<file path="src/hdl/eqbm_pkg.sv">
// Shared types and constants for the E/Q bus cycle master.
// Used by the front stage, the item queue, the back end and the top level.
`timescale 1ns / 1ps

package eqbm_pkg;

  localparam int unsigned InTdataW  = 40;
  localparam int unsigned OutTdataW = 48;
  localparam int unsigned TmoW      = 16;
  localparam int unsigned QDepth    = 2;

  localparam logic [15:0]     IdleAddr   = 16'hFFFF;
  localparam logic [TmoW-1:0] TmoDefault = 16'd512;

  typedef enum logic {
    REQ_START = 1'b0,
    REQ_TICK  = 1'b1
  } req_kind_e;

  typedef struct packed {
    req_kind_e   kind;
    logic [15:0] bus_address;
    logic        late_sample;
    logic        is_write;
    logic [7:0]  write_data;
    logic        e_level;
    logic        q_level;
    logic [7:0]  data_in;
  } item_t;

  // Packed so that the first field lands in the highest bits.
  typedef struct packed {
    logic [7:0]  read_data;
    logic [2:0]  failed_phase;
    logic        error_flag;
    logic        done_res;
    logic [7:0]  data_out;
    logic        data_drive;
    logic        rw_level;
    logic        ba_level;
    logic [15:0] addr_out;
    logic        addr_drive;
    logic        clock_pulse;
  } result_t;

  localparam int unsigned ResultW = $bits(result_t);

endpackage

</file>
<file path="src/hdl/e_q_bus_cycle_master.sv">
// E/Q bus cycle master top level: front stage, item queue and back-end sequencer.
// A word passes the front register, a queue entry, then the back-end result register.
// Throughput: one word per cycle while results are taken; one state update per item.
// The two-entry queue lets the input side keep running while the result side stalls.
// Reset: idle, timeout 512, address undriven at 0xFFFF, BA and RW high, data undriven.
// Depends on eqbm_pkg, eqbm_front, eqbm_queue and eqbm_back.
`timescale 1ns / 1ps

module e_q_bus_cycle_master (
  input  logic                            clk_i,
  input  logic                            rst_ni,
  input  logic                            cfg_valid_i,
  output logic                            cfg_ready_o,
  input  logic [eqbm_pkg::TmoW-1:0]       cfg_data_i,
  input  logic                            s_axis_tvalid,
  output logic                            s_axis_tready,
  // bus_address, late_sample, is_write, write_data, e_level, q_level, data_in, zero pad
  input  logic [eqbm_pkg::InTdataW-1:0]   s_axis_tdata,
  // req_type
  input  logic                            s_axis_tuser,
  output logic                            m_axis_tvalid,
  input  logic                            m_axis_tready,
  // clock_pulse, addr_drive, addr_out, ba_level, rw_level, data_drive, data_out,
  // done_res, error_flag, failed_phase, read_data, zero pad
  output logic [eqbm_pkg::OutTdataW-1:0]  m_axis_tdata
);

  logic              push_valid, push_ready, pop_valid, pop_ready;
  eqbm_pkg::item_t   push_item, pop_item;
  eqbm_pkg::result_t res;

  assign cfg_ready_o = 1'b1;

  eqbm_front u_front (
    .clk_i         (clk_i),
    .rst_ni        (rst_ni),
    .s_axis_tvalid (s_axis_tvalid),
    .s_axis_tready (s_axis_tready),
    .s_axis_tdata  (s_axis_tdata),
    .s_axis_tuser  (s_axis_tuser),
    .push_valid_o  (push_valid),
    .push_ready_i  (push_ready),
    .push_item_o   (push_item)
  );

  eqbm_queue u_queue (
    .clk_i        (clk_i),
    .rst_ni       (rst_ni),
    .push_valid_i (push_valid),
    .push_ready_o (push_ready),
    .push_item_i  (push_item),
    .pop_valid_o  (pop_valid),
    .pop_ready_i  (pop_ready),
    .pop_item_o   (pop_item)
  );

  eqbm_back u_back (
    .clk_i       (clk_i),
    .rst_ni      (rst_ni),
    .cfg_we_i    (cfg_valid_i && cfg_ready_o),
    .cfg_data_i  (cfg_data_i),
    .pop_valid_i (pop_valid),
    .pop_ready_o (pop_ready),
    .pop_item_i  (pop_item),
    .res_valid_o (m_axis_tvalid),
    .res_ready_i (m_axis_tready),
    .res_o       (res)
  );

  assign m_axis_tdata = {(eqbm_pkg::OutTdataW - eqbm_pkg::ResultW)'(0), res};

  // An error always ends the access.
  a_err_done : assert property (@(posedge clk_i) disable iff (!rst_ni)
    (m_axis_tvalid && res.error_flag) |-> res.done_res)
    else $error("error without done");

  // The failing phase is reported only with an error and never beyond the last phase.
  a_fphase : assert property (@(posedge clk_i) disable iff (!rst_ni)
    m_axis_tvalid |-> ((res.error_flag || res.failed_phase == 3'd0)
                       && res.failed_phase <= 3'd4))
    else $error("bad failed phase");

  // Read data only comes with a clean finish and without a clock pulse.
  a_rdata : assert property (@(posedge clk_i) disable iff (!rst_ni)
    (m_axis_tvalid && res.read_data != 8'd0) |->
      (res.done_res && !res.error_flag && !res.clock_pulse))
    else $error("read data on wrong word");

  // The data bus value reads zero whenever it is not driven.
  a_ddrv : assert property (@(posedge clk_i) disable iff (!rst_ni)
    (m_axis_tvalid && !res.data_drive) |-> res.data_out == 8'd0)
    else $error("undriven data nonzero");

endmodule

</file>
<file path="src/hdl/eqbm_front.sv">
// Front stage: takes input words, decodes kind and fields into one item.
// Depends on eqbm_pkg.
`timescale 1ns / 1ps

module eqbm_front (
  input  logic                            clk_i,
  input  logic                            rst_ni,
  input  logic                            s_axis_tvalid,
  output logic                            s_axis_tready,
  input  logic [eqbm_pkg::InTdataW-1:0]   s_axis_tdata,
  input  logic                            s_axis_tuser,
  output logic                            push_valid_o,
  input  logic                            push_ready_i,
  output eqbm_pkg::item_t                 push_item_o
);

  logic            vld_q, vld_d;
  eqbm_pkg::item_t item_q, item_d;
  logic            take;

  assign s_axis_tready = !vld_q || push_ready_i;
  assign take          = s_axis_tvalid && s_axis_tready;

  always_comb begin
    item_d             = item_q;
    vld_d              = vld_q;
    if (push_ready_i) begin
      vld_d = 1'b0;
    end
    if (take) begin
      vld_d              = 1'b1;
      item_d.kind        = s_axis_tuser ? eqbm_pkg::REQ_TICK : eqbm_pkg::REQ_START;
      item_d.bus_address = s_axis_tdata[15:0];
      item_d.late_sample = s_axis_tdata[16];
      item_d.is_write    = s_axis_tdata[17];
      item_d.write_data  = s_axis_tdata[25:18];
      item_d.e_level     = s_axis_tdata[26];
      item_d.q_level     = s_axis_tdata[27];
      item_d.data_in     = s_axis_tdata[35:28];
    end
  end

  always_ff @(posedge clk_i or negedge rst_ni) begin
    if (!rst_ni) begin
      vld_q <= 1'b0;
    end else begin
      vld_q <= vld_d;
    end
  end

  always_ff @(posedge clk_i) begin
    item_q <= item_d;
  end

  assign push_valid_o = vld_q;
  assign push_item_o  = item_q;

endmodule

</file>
<file path="src/hdl/eqbm_queue.sv">
// Two-entry item queue between the front stage and the back end.
// Depends on eqbm_pkg.
`timescale 1ns / 1ps

module eqbm_queue (
  input  logic            clk_i,
  input  logic            rst_ni,
  input  logic            push_valid_i,
  output logic            push_ready_o,
  input  eqbm_pkg::item_t push_item_i,
  output logic            pop_valid_o,
  input  logic            pop_ready_i,
  output eqbm_pkg::item_t pop_item_o
);

  localparam int unsigned PtrW = $clog2(eqbm_pkg::QDepth);
  localparam int unsigned CntW = $clog2(eqbm_pkg::QDepth + 1);

  eqbm_pkg::item_t mem_q [eqbm_pkg::QDepth];
  logic [PtrW-1:0] wr_ptr_q, rd_ptr_q;
  logic [CntW-1:0] cnt_q;
  logic            push, pop;

  assign push_ready_o = cnt_q != CntW'(eqbm_pkg::QDepth);
  assign pop_valid_o  = cnt_q != '0;
  assign push         = push_valid_i && push_ready_o;
  assign pop          = pop_valid_o && pop_ready_i;
  assign pop_item_o   = mem_q[rd_ptr_q];

  always_ff @(posedge clk_i or negedge rst_ni) begin
    if (!rst_ni) begin
      wr_ptr_q <= '0;
      rd_ptr_q <= '0;
      cnt_q    <= '0;
    end else begin
      if (push) begin
        wr_ptr_q <= (wr_ptr_q == PtrW'(eqbm_pkg::QDepth - 1)) ? '0 : wr_ptr_q + 1'b1;
      end
      if (pop) begin
        rd_ptr_q <= (rd_ptr_q == PtrW'(eqbm_pkg::QDepth - 1)) ? '0 : rd_ptr_q + 1'b1;
      end
      if (push && !pop) begin
        cnt_q <= cnt_q + 1'b1;
      end else if (pop && !push) begin
        cnt_q <= cnt_q - 1'b1;
      end
    end
  end

  always_ff @(posedge clk_i) begin
    if (push) begin
      mem_q[wr_ptr_q] <= push_item_i;
    end
  end

endmodule

</file>
<file path="src/hdl/eqbm_back.sv">
// Back end: runs the E/Q phase sequencer on queued items and registers one result each.
// Holds the timeout register. Depends on eqbm_pkg.
`timescale 1ns / 1ps

module eqbm_back (
  input  logic                        clk_i,
  input  logic                        rst_ni,
  input  logic                        cfg_we_i,
  input  logic [eqbm_pkg::TmoW-1:0]   cfg_data_i,
  input  logic                        pop_valid_i,
  output logic                        pop_ready_o,
  input  eqbm_pkg::item_t             pop_item_i,
  output logic                        res_valid_o,
  input  logic                        res_ready_i,
  output eqbm_pkg::result_t           res_o
);

  typedef enum logic [2:0] {
    PH_ADDR  = 3'd0,
    PH_QRISE = 3'd1,
    PH_ERISE = 3'd2,
    PH_QFALL = 3'd3,
    PH_EFALL = 3'd4,
    PH_IDLE  = 3'd7
  } phase_e;

  phase_e                    phase_q, phase_d;
  logic [eqbm_pkg::TmoW-1:0] limit_q;
  logic [15:0]               wait_q, wait_d, wait_inc;
  logic [15:0]               haddr_q, haddr_d;
  logic                      hwrite_q, hwrite_d, hlate_q, hlate_d;
  logic [7:0]                hwdata_q, hwdata_d;
  logic [7:0]                prev_q, prev_d, last_q, last_d;
  logic                      adrv_q, adrv_d, ba_q, ba_d, rw_q, rw_d, ddrv_q, ddrv_d;
  logic [15:0]               baddr_q, baddr_d;
  logic [7:0]                bdata_q, bdata_d;
  logic                      out_vld_q;
  eqbm_pkg::result_t         out_q, res_d;
  logic                      pop, met, other_ok, tmo;

  assign pop_ready_o = !out_vld_q || res_ready_i;
  assign pop         = pop_valid_i && pop_ready_o;
  assign wait_inc    = wait_q + 16'd1;
  assign tmo         = (wait_inc == '0) || (wait_inc >= limit_q);

  always_comb begin
    case (phase_q)
      PH_ADDR: begin
        met      = !pop_item_i.e_level && !pop_item_i.q_level;
        other_ok = 1'b1;
      end
      PH_QRISE: begin
        met      = pop_item_i.q_level;
        other_ok = !pop_item_i.e_level;
      end
      PH_ERISE: begin
        met      = pop_item_i.e_level;
        other_ok = pop_item_i.q_level;
      end
      PH_QFALL: begin
        met      = !pop_item_i.q_level;
        other_ok = pop_item_i.e_level;
      end
      default: begin
        met      = !pop_item_i.e_level;
        other_ok = !pop_item_i.q_level;
      end
    endcase
  end

  always_comb begin
    phase_d  = phase_q;
    wait_d   = wait_q;
    haddr_d  = haddr_q;
    hwrite_d = hwrite_q;
    hlate_d  = hlate_q;
    hwdata_d = hwdata_q;
    prev_d   = prev_q;
    last_d   = last_q;
    adrv_d   = adrv_q;
    ba_d     = ba_q;
    rw_d     = rw_q;
    ddrv_d   = ddrv_q;
    baddr_d  = baddr_q;
    bdata_d  = bdata_q;
    res_d    = '0;
    if (pop) begin
      if (pop_item_i.kind == eqbm_pkg::REQ_START) begin
        if (phase_q == PH_IDLE) begin
          haddr_d  = pop_item_i.bus_address;
          hlate_d  = pop_item_i.late_sample;
          hwrite_d = pop_item_i.is_write;
          hwdata_d = pop_item_i.write_data;
          prev_d   = '0;
          last_d   = '0;
          wait_d   = '0;
          phase_d  = PH_ADDR;
        end
      end else if (phase_q != PH_IDLE) begin
        if (met) begin
          if (!other_ok) begin
            res_d.done_res     = 1'b1;
            res_d.error_flag   = 1'b1;
            res_d.failed_phase = phase_q;
            phase_d            = PH_IDLE;
          end else if (phase_q == PH_ADDR) begin
            adrv_d  = 1'b1;
            baddr_d = haddr_q;
            ba_d    = 1'b0;
            if (hwrite_q) begin
              rw_d    = 1'b0;
              ddrv_d  = 1'b1;
              bdata_d = hwdata_q;
            end
            phase_d = PH_QRISE;
            wait_d  = '0;
          end else if (phase_q != PH_EFALL) begin
            phase_d = phase_e'(phase_q + 3'd1);
            wait_d  = '0;
          end else begin
            if (!hwrite_q) begin
              res_d.read_data = hlate_q ? prev_q : last_q;
            end
            ba_d    = 1'b1;
            baddr_d = eqbm_pkg::IdleAddr;
            if (hwrite_q) begin
              ddrv_d = 1'b0;
              rw_d   = 1'b1;
            end
            res_d.done_res = 1'b1;
            phase_d        = PH_IDLE;
          end
        end else begin
          if (phase_q == PH_EFALL && !hwrite_q) begin
            prev_d = last_q;
            last_d = pop_item_i.data_in;
          end
          res_d.clock_pulse = 1'b1;
          wait_d            = wait_inc;
          if (tmo) begin
            res_d.done_res     = 1'b1;
            res_d.error_flag   = 1'b1;
            res_d.failed_phase = phase_q;
            phase_d            = PH_IDLE;
          end
        end
      end
    end
    res_d.addr_drive = adrv_d;
    res_d.addr_out   = baddr_d;
    res_d.ba_level   = ba_d;
    res_d.rw_level   = rw_d;
    res_d.data_drive = ddrv_d;
    res_d.data_out   = ddrv_d ? bdata_d : 8'd0;
  end

  always_ff @(posedge clk_i or negedge rst_ni) begin
    if (!rst_ni) begin
      limit_q   <= eqbm_pkg::TmoDefault;
      phase_q   <= PH_IDLE;
      wait_q    <= '0;
      haddr_q   <= eqbm_pkg::IdleAddr;
      hwrite_q  <= 1'b0;
      hlate_q   <= 1'b0;
      hwdata_q  <= '0;
      prev_q    <= '0;
      last_q    <= '0;
      adrv_q    <= 1'b0;
      ba_q      <= 1'b1;
      rw_q      <= 1'b1;
      ddrv_q    <= 1'b0;
      baddr_q   <= eqbm_pkg::IdleAddr;
      bdata_q   <= '0;
      out_vld_q <= 1'b0;
    end else begin
      if (cfg_we_i) begin
        limit_q <= cfg_data_i;
      end
      phase_q  <= phase_d;
      wait_q   <= wait_d;
      haddr_q  <= haddr_d;
      hwrite_q <= hwrite_d;
      hlate_q  <= hlate_d;
      hwdata_q <= hwdata_d;
      prev_q   <= prev_d;
      last_q   <= last_d;
      adrv_q   <= adrv_d;
      ba_q     <= ba_d;
      rw_q     <= rw_d;
      ddrv_q   <= ddrv_d;
      baddr_q  <= baddr_d;
      bdata_q  <= bdata_d;
      if (pop) begin
        out_vld_q <= 1'b1;
      end else if (res_ready_i) begin
        out_vld_q <= 1'b0;
      end
    end
  end

  always_ff @(posedge clk_i) begin
    if (pop) begin
      out_q <= res_d;
    end
  end

  assign res_valid_o = out_vld_q;
  assign res_o       = out_q;

endmodule
</file>
<file path="config.mk">
export PLATFORM = sky130hd
export DESIGN_NAME = e_q_bus_cycle_master
export DESIGN_NICKNAME = d
export VERILOG_FILES = /design/src/hdl/eqbm_pkg.sv /design/src/hdl/e_q_bus_cycle_master.sv /design/src/hdl/eqbm_front.sv /design/src/hdl/eqbm_queue.sv /design/src/hdl/eqbm_back.sv
export SDC_FILE = /design/constraint.sdc
export NUM_CORES = 1
export LEC_CHECK = 0
export ABC_AREA = 0
export ABC_CLOCK_PERIOD_IN_PS = 3500
export BUFFER_PORTS_ARGS = -buffer_cell sky130_fd_sc_hd__buf_2
export CAP_MARGIN = 20
export CORE_MARGIN = 8
export CORE_UTILIZATION = 35
export CTS_CLUSTER_DIAMETER = 200
export DETAILED_ROUTE_END_ITERATION = 12
export GPL_TIMING_DRIVEN = 0
export PLACE_DENSITY_LB_ADDON = 0.3
export SYNTH_ARGS = -nofsm -noshare
export SYNTH_HDL_FRONTEND = slang
export SYNTH_HIERARCHICAL = 1
export SYNTH_SLANG_ARGS = --single-unit
</file>
<file path="constraint.sdc">
create_clock -name clk_i -period 3.5 [get_ports clk_i]
set_clock_uncertainty 0.05 [all_clocks]
set_input_delay 0.175 -clock clk_i [delete_from_list [all_inputs] [get_ports clk_i]]
set_output_delay 0.175 -clock clk_i [all_outputs]
set_load 0.1 [all_outputs]
</file>
==> out/summary.txt <==
Status: finished, final reports clean
Total vias in the final route: 6611
Syn Inst Count: 784
Drt first-iter violations: 391
First-pass GRT wire length: 36800 um
IO Pins: 113
WP data required: 3.73 ns
Placed Instances: 1295
PwrDens: 934 nW/um^2
Vias per cell: 4.70
Post-synthesis xor/xnor area fraction: 1.67%
Asr flop ratio synth: 42.0%
Post-synth EDFFs: 153
Layout cells sized above 1: 30.9%
Initial Util: 35.2%
Final Hold Viols: 0
Max Slew Vio Count: 0
CTS Buf Count: 29
Worst path bufs/invs: 0
Worst IR Drop VDD: 470 uV
H-tree depth: 1
Area contributors post-synth: edfxtp_1 (42%), dfrtp_1 (17%), dfstp_2 (9.0%)
Final net count: 1073
DIE AREA: 37500 sq um
GR Overflow Total: 0
Mapped Area: 11000 sq um
CP max FO: 7
CTS Sinks: 264
Largest family of logic cells by synthesized area: multiplexers
Routed length per placed instance: 16.2 um
Gpl congestion: 0.848
Die Width: 194 um
FP Rows: 65
Slowest stage delay, CP: 0.49 ns
Period Utilization, post-route: 93.8%
Primary FF master, synth: edfxtp_1
Routed wire length: 22800 um
Hold Crit Class: input port to async pin
Post-synthesis compound-gate area fraction: 7.74%
Final std cells w/o fill: 1407
Antenna Nets Post-Route: 0
Cell family with most CP delay: simple AND/OR/NAND/NOR gates
Number of buffer cells added on primary ports: 101
Relative slew slack: 48.8%
YS warnings: 6
Hold_ws: 0.0885 ns
Max Cap Viol: 0
# DRC: 0
All-Layer GR Usage: 11.9%
Peak Freq: 305 MHz
Post-synthesis adder-cell area fraction: 3.17%
Leading cell type by number of instances after synthesis: edfxtp_1
Setup TNS: 0 ns
Post-synthesis cell type count: 68
Hpwl dp: 15700 um
Worst setup SP type: flip-flop
Crit path kind: flip-flop to flip-flop
RSZ-0062 raised after global routing: false
Vias in the first global route: 6792
Most instantiated cells after synthesis: edfxtp_1 (153), dfrtp_1 (73), nand2_1 (71), nor2_1 (60), o21ai_0 (49)
Die height: 194 um
Top cell type's share of synthesized area: 41.6%
Synth Register Bits: 264
Register area share after synthesis: 67.2%
Diode count: 0
Core box area: 31300 sq um
Largest net degree at the start of global routing: 68
Simple-gate share of the synthesized area: 7.96%
Worst slew pin tran: 0.769 ns
CTS tree: built
Crit path capture type: flip-flop
Clock slew at reported path FFs: 0.06 ns
Clk Latency, worst-skew pair: 0.53 ns
Initial DRT Pass Iterations: 4
Avg Inst Size Synth: 14.1 sq um
Total Power: 13.0 mW
Critical-path cell list: nand3_2, or2_2, nor2_4, nand3_1, xnor2_1, ha_1, a21oi_1, o21ai_0, a211o_1, a31oi_4, a211oi_2, and2_1
Slowest library cell on the worst path: dfrtp_1
Syn-to-layout area delta: 26.0%
Critical Path AT: 3.51 ns
Max clock buf depth: 3
Initial antenna violation count: 0
Post-route minimum period: 3.28 ns
Pleak: 5.72 nW
Core Util, Final: 44.4%
Post-synthesis mux area share: 8.95%
Yosys top cell by area: edfxtp_1
Root Buffer: clkbuf_16
Fill count: 2839
Setup-failing EPs final: 0
-- where the power goes --
part | total (mW) | internal [mW] | switching (mW) | leakage [nW]
logic | 4.61 | 1.34 | 3.27 | 2.39
clock network | 3.29 | 2.07 | 1.22 | 0.518
registers | 5.08 | 4.64 | 0.442 | 2.81
-- per-layer routing --
layer,vias up,share of wire (%),GRT usage (%)
met5,-,0,0
met4,0,1.7,2.85
met3,30,4.0,2.27
met2,127,48,20.3
met1,3231,47,15.4
li1,3223,-,-
-- final timing paths --
path	startpoint	endpoint	slack, ns	cells after the start
max	u_back/wait_q[4]	u_back/res_o[33]	0.22	12
min in group clk_i	cfg_valid_i	u_back/limit_q[9]	0.09	4
max in group asynchronous	rst_ni	u_back/baddr_q[7]	2.55	3
min	rst_ni	u_back/wait_q[3]	0.09	2
min reg2reg	u_front/push_item_o[1]	u_queue/mem_q[0][1]	0.39	0
max reg2reg	u_back/wait_q[4]	u_back/res_o[33]	0.22	12
-- layout by cell type (no fill, tap or decap), drive strengths merged, types with 3 or more instances in the layout --
master       instances
o21ai               51
a21oi               26
dfstp               38
and3                 6
a22o                 9
nand3               17
a211oi               3
clkinv              10
clkinvlp             3
xnor2               13
and4                 4
xor2                 8
inv                 29
clkbuf              56
and2                 5
nand4                3
or2                  3
edfxtp             153
o211ai               3
mux2                73
nor4                 3
a2111oi              3
nor2                61
conb                 7
a32o                 7
nand2               71
buf                126
a21o                 4
mux2i                9
dfrtp               73
bufinv               7
nand2b               6
ha                  28
nor3                 5
o31ai                3
dlygate4sd3         57
-- cell type report --
type	count	area (sq um)	area share, %
clock buffer	32	757	5.45
tap	402	503	3.62
multi-input combinational	453	3360	24.2
clock inverter	21	290	2.09
timing repair buffer	163	1200	8.63
inverter	27	105	0.756
timing repair inverter	1	5.00	0.0360
buffer	44	254	1.83
sequential	264	7420	53.4
-- sequential cells by signal, indices dropped and copies added (netlist names), 16 cells and up --
name	flops
u_back/res_o	42
u_back/wait_q	16
u_back/baddr_q	16
u_back/haddr_q	16
u_queue/mem_q	74
u_front/push_item_o	37
u_back/limit_q	16
-- per-stage QoR --
step	cell area, sq um	setup slack (ns)
finish	13900	0.218
global route	13900	0.000870
CTS	13800	0.0180
detailed placement	12200	-0.643
global placement	12100	-0.599
floorplan	11100	0.200
-- timing repair --
item	in CTS	in global routing
hold buffers	57	0
setup endpoints to repair	83	18
hold endpoints to repair	130	0
cloned	1	0
pin swaps	1	0
gates resized for setup	10	11
setup buffers	1	0
-- kinds of logic (layout without fill, tap and decap cells) --
kind of cell / Yosys count / after routing
buffers and inverters: 72 / 288
AOI/OAI and AO/OA: 127 / 127
DFF: 264 / 264
and+or+nand+nor: 188 / 188
other: 2 / 7
adders and majority gates: 28 / 28
xor gates and xnor gates: 21 / 21
muxes: 82 / 82
Power figures use the tool's default switching activity.
